<file path="config.mk">
export PLATFORM = sky130hd
export DESIGN_NAME = rolling_hash_substring_matcher
export DESIGN_NICKNAME = d
export VERILOG_FILES = /design/src/rtl/rhsm_pkg.sv /design/src/rtl/rhsm_cell.sv /design/src/rtl/rolling_hash_substring_matcher.sv
export SDC_FILE = /design/constraint.sdc
export NUM_CORES = 2
export LEC_CHECK = 0
export BUFFER_PORTS_ARGS = -buffer_cell sky130_fd_sc_hd__buf_2
export CORE_MARGIN = 4
export CORE_UTILIZATION = 51
export CTS_CLUSTER_SIZE = 24
export DETAILED_ROUTE_END_ITERATION = 8
export PLACE_DENSITY = 0.68
export SYNTH_ARGS = -nofsm -noshare
export SYNTH_HDL_FRONTEND = slang
export SYNTH_SLANG_ARGS = --single-unit
</file>
<file path="constraint.sdc">
create_clock -name aclk -period 13.22 [get_ports aclk]
set_clock_uncertainty 0.05 [all_clocks]
set_input_delay 0.661 -clock aclk [delete_from_list [all_inputs] [get_ports aclk]]
set_output_delay 0.661 -clock aclk [all_outputs]
set_load 0.02 [all_outputs]
</file>
<file path="src/rtl/rhsm_pkg.sv">
`timescale 1ns / 1ps

package rhsm_pkg;

    localparam int PATTERN_MAX    = 8;    // 1..8
    localparam int POSITION_WIDTH = 16;   // 8..32
    localparam int HASH_WIDTH     = 24;
    localparam int BYTE_WIDTH     = 8;
    localparam int PBYTES_WIDTH   = 64;
    localparam int PLEN_WIDTH     = 4;
    localparam int OUT_POS_WIDTH  = 16;
    localparam int COUNT_WIDTH    = 16;
    // 3^7 fits in 12 bits, enough for any length up to eight
    localparam int WEIGHT_WIDTH   = 12;
    localparam int TERM_WIDTH     = BYTE_WIDTH + WEIGHT_WIDTH;
    localparam int LEN_WIDTH      = $clog2(PATTERN_MAX + 1);
    localparam int PBYTE_IDX_W    = 3;    // byte select within pattern_bytes

    localparam logic [COUNT_WIDTH-1:0]    COUNT_MAX = '1;
    localparam logic [POSITION_WIDTH-1:0] POS_MAX   = '1;

    typedef enum logic [0:0] {
        REG_PATTERN_BYTES  = 1'b0,
        REG_PATTERN_LENGTH = 1'b1
    } cfg_reg_t;

    // per-cell compare result and hash contributions
    typedef struct packed {
        logic                  eq;
        logic [TERM_WIDTH-1:0] win_term;
        logic [TERM_WIDTH-1:0] pat_term;
    } cell_res_t;

    function automatic logic [WEIGHT_WIDTH-1:0] pow3(input int n);
        logic [WEIGHT_WIDTH-1:0] w;
        w = WEIGHT_WIDTH'(1);
        for (int k = 0; k < n; k++) begin
            w = WEIGHT_WIDTH'(w * WEIGHT_WIDTH'(3));
        end
        return w;
    endfunction

endpackage

</file>
<file path="src/rtl/rhsm_cell.sv">
`timescale 1ns / 1ps

module rhsm_cell (
    input  logic                             aclk,
    input  logic                             aresetn,
    input  logic                             shift_en,
    input  logic                             clear,
    input  logic                             active,
    input  logic [rhsm_pkg::BYTE_WIDTH-1:0]  byte_in,
    input  logic [rhsm_pkg::BYTE_WIDTH-1:0]  pattern_byte,
    input  logic [rhsm_pkg::WEIGHT_WIDTH-1:0] weight,
    output logic [rhsm_pkg::BYTE_WIDTH-1:0]  byte_out,
    output rhsm_pkg::cell_res_t              res
);
    import rhsm_pkg::*;

    logic [BYTE_WIDTH-1:0] byte_reg;
    logic [BYTE_WIDTH-1:0] byte_next;

    // byte_in is the value this cell holds once the word is taken, or zero on clear
    always_comb begin
        byte_next = byte_reg;
        if (shift_en) begin
            byte_next = clear ? '0 : byte_in;
        end
    end

    always_ff @(posedge aclk) begin
        if (!aresetn) begin
            byte_reg <= '0;
        end else begin
            byte_reg <= byte_next;
        end
    end

    assign byte_out = byte_reg;

    // operands widened first so the product keeps all its bits
    always_comb begin
        res.eq       = !active || (byte_in == pattern_byte);
        res.win_term = active ? TERM_WIDTH'(byte_in) * TERM_WIDTH'(weight) : '0;
        res.pat_term = active ? TERM_WIDTH'(pattern_byte) * TERM_WIDTH'(weight) : '0;
    end

endmodule

</file>
<file path="src/rtl/rolling_hash_substring_matcher.sv">
`timescale 1ns / 1ps
// Channel | Dir | Fields (low bit up)                         | Handshake
// s_      | in  | tdata: text_byte; tlast: text_last          | s_tvalid/s_tready
// m_      | out | tdata: match_position, match_count;         | m_tvalid/m_tready
//         |     | tuser: match_found; tlast: text_done        |
// cfg_    | in  | index 0 pattern_bytes, 1 pattern_length     | cfg_we
//
// One word per cycle while s_tready is high; a word's result shows the cycle after.
// The window compare and both hashes settle in the cycle of acceptance and
// land in a single output register.
// s_tready is high while that register is empty or being drained this cycle.
// Reset (synchronous, active low) resets window, counters, config and valid.

module rolling_hash_substring_matcher (
    input  logic                                aclk,
    input  logic                                aresetn,
    input  logic                                s_tvalid,
    output logic                                s_tready,
    input  logic [7:0]                          s_tdata,   // text_byte
    input  logic                                s_tlast,   // text_last
    output logic                                m_tvalid,
    input  logic                                m_tready,
    output logic [31:0]                         m_tdata,   // match_position, match_count
    output logic                                m_tuser,   // match_found
    output logic                                m_tlast,   // text_done
    input  logic                                cfg_we,
    input  logic [0:0]                          cfg_index,
    input  logic [rhsm_pkg::PBYTES_WIDTH-1:0]   cfg_wdata
);
    import rhsm_pkg::*;

    // configuration
    logic [PBYTES_WIDTH-1:0] pat_bytes_reg;
    logic [PLEN_WIDTH-1:0]   pat_len_reg;

    always_ff @(posedge aclk) begin
        if (!aresetn) begin
            pat_bytes_reg <= '0;
            pat_len_reg   <= PLEN_WIDTH'(1);
        end else if (cfg_we) begin
            unique case (cfg_reg_t'(cfg_index))
                REG_PATTERN_BYTES:  pat_bytes_reg <= cfg_wdata;
                REG_PATTERN_LENGTH: pat_len_reg   <= cfg_wdata[PLEN_WIDTH-1:0];
                default: ;
            endcase
        end
    end

    // zero counts as one, anything above the window depth as the depth
    logic [LEN_WIDTH-1:0] len_used;
    always_comb begin
        priority if (pat_len_reg == '0) begin
            len_used = LEN_WIDTH'(1);
        end else if (pat_len_reg > PLEN_WIDTH'(PATTERN_MAX)) begin
            len_used = LEN_WIDTH'(PATTERN_MAX);
        end else begin
            len_used = LEN_WIDTH'(pat_len_reg);
        end
    end

    // handshake
    logic m_valid_reg, m_valid_next;
    logic s_accept;

    assign s_tready = !m_valid_reg || m_tready;
    assign s_accept = s_tvalid && s_tready;

    // window: cell 0 holds the newest byte, weight 3^i
    logic [BYTE_WIDTH-1:0] cell_byte [PATTERN_MAX];
    cell_res_t             cell_res  [PATTERN_MAX];

    for (genvar i = 0; i < PATTERN_MAX; i++) begin : g_cell
        logic [PBYTE_IDX_W-1:0] pidx;
        logic [BYTE_WIDTH-1:0]  chain_in;
        logic                   act;

        // cell i lines up with pattern byte len-1-i
        assign act   = LEN_WIDTH'(i) < len_used;
        assign pidx  = PBYTE_IDX_W'(len_used - LEN_WIDTH'(1) - LEN_WIDTH'(i));
        if (i == 0) begin : g_head
            assign chain_in = s_tdata;
        end else begin : g_body
            assign chain_in = cell_byte[i-1];
        end

        rhsm_cell u_cell (
            .aclk         (aclk),
            .aresetn      (aresetn),
            .shift_en     (s_accept),
            .clear        (s_tlast),
            .active       (act),
            .byte_in      (chain_in),
            .pattern_byte (pat_bytes_reg[BYTE_WIDTH*32'(pidx) +: BYTE_WIDTH]),
            .weight       (pow3(i)),
            .byte_out     (cell_byte[i]),
            .res          (cell_res[i])
        );
    end

    // hash sums and full compare
    logic [HASH_WIDTH-1:0] win_hash, pat_hash;
    logic                  all_eq;

    always_comb begin
        win_hash = '0;
        pat_hash = '0;
        all_eq   = 1'b1;
        for (int i = 0; i < PATTERN_MAX; i++) begin
            win_hash = win_hash + HASH_WIDTH'(cell_res[i].win_term);
            pat_hash = pat_hash + HASH_WIDTH'(cell_res[i].pat_term);
            all_eq   = all_eq && cell_res[i].eq;
        end
    end

    // position and count
    logic [POSITION_WIDTH-1:0] idx_reg, idx_next;
    logic [COUNT_WIDTH-1:0]    hits_reg, hits_next;
    logic                      found;
    logic [POSITION_WIDTH-1:0] pos;
    logic [COUNT_WIDTH-1:0]    hits_new;

    assign found = (idx_reg >= POSITION_WIDTH'(len_used - LEN_WIDTH'(1)))
                   && (win_hash == pat_hash) && all_eq;

    always_comb begin
        pos = '0;
        if (found) begin
            pos = (idx_reg == POS_MAX) ? POS_MAX
                : idx_reg - POSITION_WIDTH'(len_used - LEN_WIDTH'(1));
        end
        hits_new = hits_reg;
        if (found && hits_reg != COUNT_MAX) begin
            hits_new = hits_reg + COUNT_WIDTH'(1);
        end
    end

    always_comb begin
        idx_next  = idx_reg;
        hits_next = hits_reg;
        if (s_accept) begin
            if (s_tlast) begin
                idx_next  = '0;
                hits_next = '0;
            end else begin
                hits_next = hits_new;
                if (idx_reg != POS_MAX) begin
                    idx_next = idx_reg + POSITION_WIDTH'(1);
                end
            end
        end
    end

    always_ff @(posedge aclk) begin
        if (!aresetn) begin
            idx_reg  <= '0;
            hits_reg <= '0;
        end else begin
            idx_reg  <= idx_next;
            hits_reg <= hits_next;
        end
    end

    // output register
    logic                     found_reg;
    logic [OUT_POS_WIDTH-1:0] pos_reg;
    logic [COUNT_WIDTH-1:0]   count_reg;
    logic                     done_reg;

    always_comb begin
        m_valid_next = m_valid_reg;
        if (s_accept) begin
            m_valid_next = 1'b1;
        end else if (m_tready) begin
            m_valid_next = 1'b0;
        end
    end

    always_ff @(posedge aclk) begin
        if (!aresetn) begin
            m_valid_reg <= 1'b0;
        end else begin
            m_valid_reg <= m_valid_next;
        end
    end

    always_ff @(posedge aclk) begin
        if (s_accept) begin
            found_reg <= found;
            pos_reg   <= OUT_POS_WIDTH'(pos);
            count_reg <= hits_new;
            done_reg  <= s_tlast;
        end
    end

    assign m_tvalid = m_valid_reg;
    assign m_tdata  = {count_reg, pos_reg};
    assign m_tuser  = found_reg;
    assign m_tlast  = done_reg;

endmodule

</file>
==> results by group <==
Layout
  – Nets@finish: 4427
  – Area growth syn-to-layout: 6.35%
  – Fill count: 5510
  – Max reg flops: 64
  – Finished Layout Cells: 4342
  – Share of cells above drive strength 1: 7.77%

Placed design
  – Placed Cells: 4308
  – Post-DP HPWL: 74400 µm
  – Dpl ws: 0.965 ns
  – IO Port Bufs: 114
  – GP Congestion: 0.987

STA
  – Setup TNS: 0 ns
  – Final clock period utilization by the worst path: 93.7%
  – Final hold vios: 0
  – Fin worst setup slack: 0.834 ns
  – Max-slew violations: 0
  – Slew at the pin closest to its max-slew limit: 1.23 ns
  – Tmin final: 12.39 ns
  – Fmax: 80.7 MHz
  – Final setup vio count: 0
  – Slew headroom: 17.9%
  – RSZ-0062 raised after global routing: no

Route
  – Routed vias/inst: 5.82
  – Residual DRC count: 0
  – Post-DRT Antenna Nets: 0
  – Routed wire length: 90600 µm
  – Avg WL per Cell: 20.9 µm
  – Via count: 25300
  – First-pass iteration count of the detailed router: 5
  – Starting DRT DRC Count: 2244

Power
  – VDD IR max: 88.9 µV
  – Cell Pwr Density: 63.6 mW/mm²
  – Static Leakage: 16.5 nW

Synth
  – Synth warnings: 0
  – Cell taking the most area after synthesis: ha_1
  – Post-synth EDFFs: 34
  – Seq/Total Area, Yosys: 13.5%
  – Leading post-synthesis cells by cell area: ha_1, fa_1, dfxtp_1
  – Distinct cell type count after synthesis: 88
  – Post-synth ARST share: 0%
  – Top-area cell type share of the netlist area: 21.5%
  – Synthesis-stage register bit count: 191
  – Synth Instances: 3498
  – Synth Cell Area: 0.0308 mm²
  – Leading register cell type out of synthesis: dfxtp_1
  – Average size of a mapped cell: 8.80 µm²

Global routing
  – Vias in the first global route: 24700
  – Initial antenna violation count: 0
  – First-pass GRT wire length: 141000 µm
  – All-Layer GR Usage: 28.3%
  – Grt ovf: 0
  – Largest net degree at the start of global routing: 96

Clock tree
  – CTS Buf Count: 17
  – Root buf cell: clkbuf_16
  – Maximum clock insertion buffer count: 2
  – # hold bufs at CTS: 0
  – Clk_lat worst skew: 0.46 ns
  – Cells resized by post-CTS repair: 0
  – # clock sinks: 191
  – Clock-pin slew on the worst setup and hold paths: 0.08 ns
  – Post-CTS setup buffer count: 0
  – CTS tree: done
  – CTS HTree Levels: 4

Setup path
  – CP startpoint kind: register
  – Critical path class: reg2reg
  – Crit Path Max Fanout: 51
  – Critical Path AT: 12.73 ns
  – CP peak stage delay: 0.78 ns
  – Critical Path RT: 13.56 ns
  – CP endpoint kind: register
  – Top cell family by delay on the critical path: adder cells
  – Reg2reg setup slack: 0.83 ns
  – CP Buf/Inv Count: 8
  – Slowest-stage cell, CP: or4_1

Floorplan
  – Core Area: 0.0594 mm²
  – Die width: 254 µm
  – Starting Density: 51.8%
  – Die Area: 0.0643 mm²
  – Chip height: 254 µm
  – # rows: 89
  – # IOs: 115

Outcome
  – Outcome: completed

Hold path
  – Hold Path Class: in2reg

Job
  – Max cap viols: 0
[power breakdown]
group	switching (mW)	internal, mW
registers	0.0252	0.607
clock network	0.274	0.254
logic	0.550	0.372
total	0.849	1.23
[worst register-to-register path: cells and delay by family (launching register included)]
family,cells,cell delay (ns)
buffers and inverters,8,1.76
AND/OR/NAND/NOR,12,3.18
adder cells (fa/ha/maj),10,4.29
flip-flops,1,0.44
AO/OA/AOI/OAI,10,2.05
XOR/XNOR,3,0.54
[cell type report]
type	instances	area, µm²	area share (%)
diodes	2	5.00	0.0153
clock buffers	18	439	1.34
clock inverters	14	119	0.363
inverters	451	1700	5.19
multi-input cells	2745	24500	74.9
flip-flops and latches	191	4170	12.7
well taps	773	967	2.96
repair buffers	148	826	2.52
[layout by cell type (no fill, tap or decap), types with 78 or more instances in the layout]
master	n
ha_1	528
inv_1	445
nand2_1	361
a21oi_1	280
fa_1	266
xnor2_1	205
nor2_1	202
dfxtp_1	156
buf_2	114
mux2i_1	100
o21ai_0	82
xor2_1	78
[through the flow]
step           util [%]  hold slack (ns)  instance area, µm²  total power [mW]
6_report           55.1            0.385               32700              2.08
2_1_floorplan         -            0.407               30800              1.32
3_3_place_gp       54.2            0.435               32200              1.54
5_1_grt            55.1            0.380               32700              2.22
3_5_place_dp       54.2            0.438               32200              1.55
4_1_cts            55.1            0.376               32700              2.08
[synth_stat cells (all sizes together), types with 41 or more instances]
cell / instances
ha: 528
inv: 450
nand2: 363
a21oi: 281
fa: 266
nor2: 205
xnor2: 205
dfxtp: 157
mux2i: 101
clkbuf: 91
o21ai: 83
xor2: 78
nand3: 70
and3: 50
o21bai: 44
a21o: 43
mux4: 42
and2: 41
[logic make-up (layout without fill, tap and decap cells)]
family | Yosys count | after routing | share of synthesized area [%]
and+or+nand+nor | 909 | 909 | 13.7
buffers and inverters | 573 | 631 | 7.12
xor gates and xnor gates | 285 | 285 | 8.20
AOI/OAI and AO/OA | 578 | 578 | 11.4
other | 1 | 14 | 0.0122
adders and majority gates | 795 | 795 | 38.8
DFF | 191 | 191 | 13.5
muxes | 166 | 166 | 7.24
[metal layers]
layer / vias up / GRT usage, % / part of all wire [%]
li1: 12000 / - / -
met2: 968 / 44.3 / 44
met3: 167 / 5.45 / 9.0
met5: - / 0 / 0
met1: 12200 / 39.8 / 43
met4: 0 / 8.62 / 3.4
[path summary, 6_finish.rpt]
path	startpoint	end	cells after the start
max reg2reg	pat_len_reg[3]$_SDFFE_PN0P_	hits_reg[5]$_SDFFE_PN0P_	43
max	pat_len_reg[3]$_SDFFE_PN0P_	hits_reg[5]$_SDFFE_PN0P_	43
min reg2reg	pat_bytes_reg[40]$_SDFFE_PN0P_	pat_bytes_reg[40]$_SDFFE_PN0P_	2
min	cfg_wdata[31]	pat_bytes_reg[31]$_SDFFE_PN0P_	3
Power figures use the tool's default switching activity.
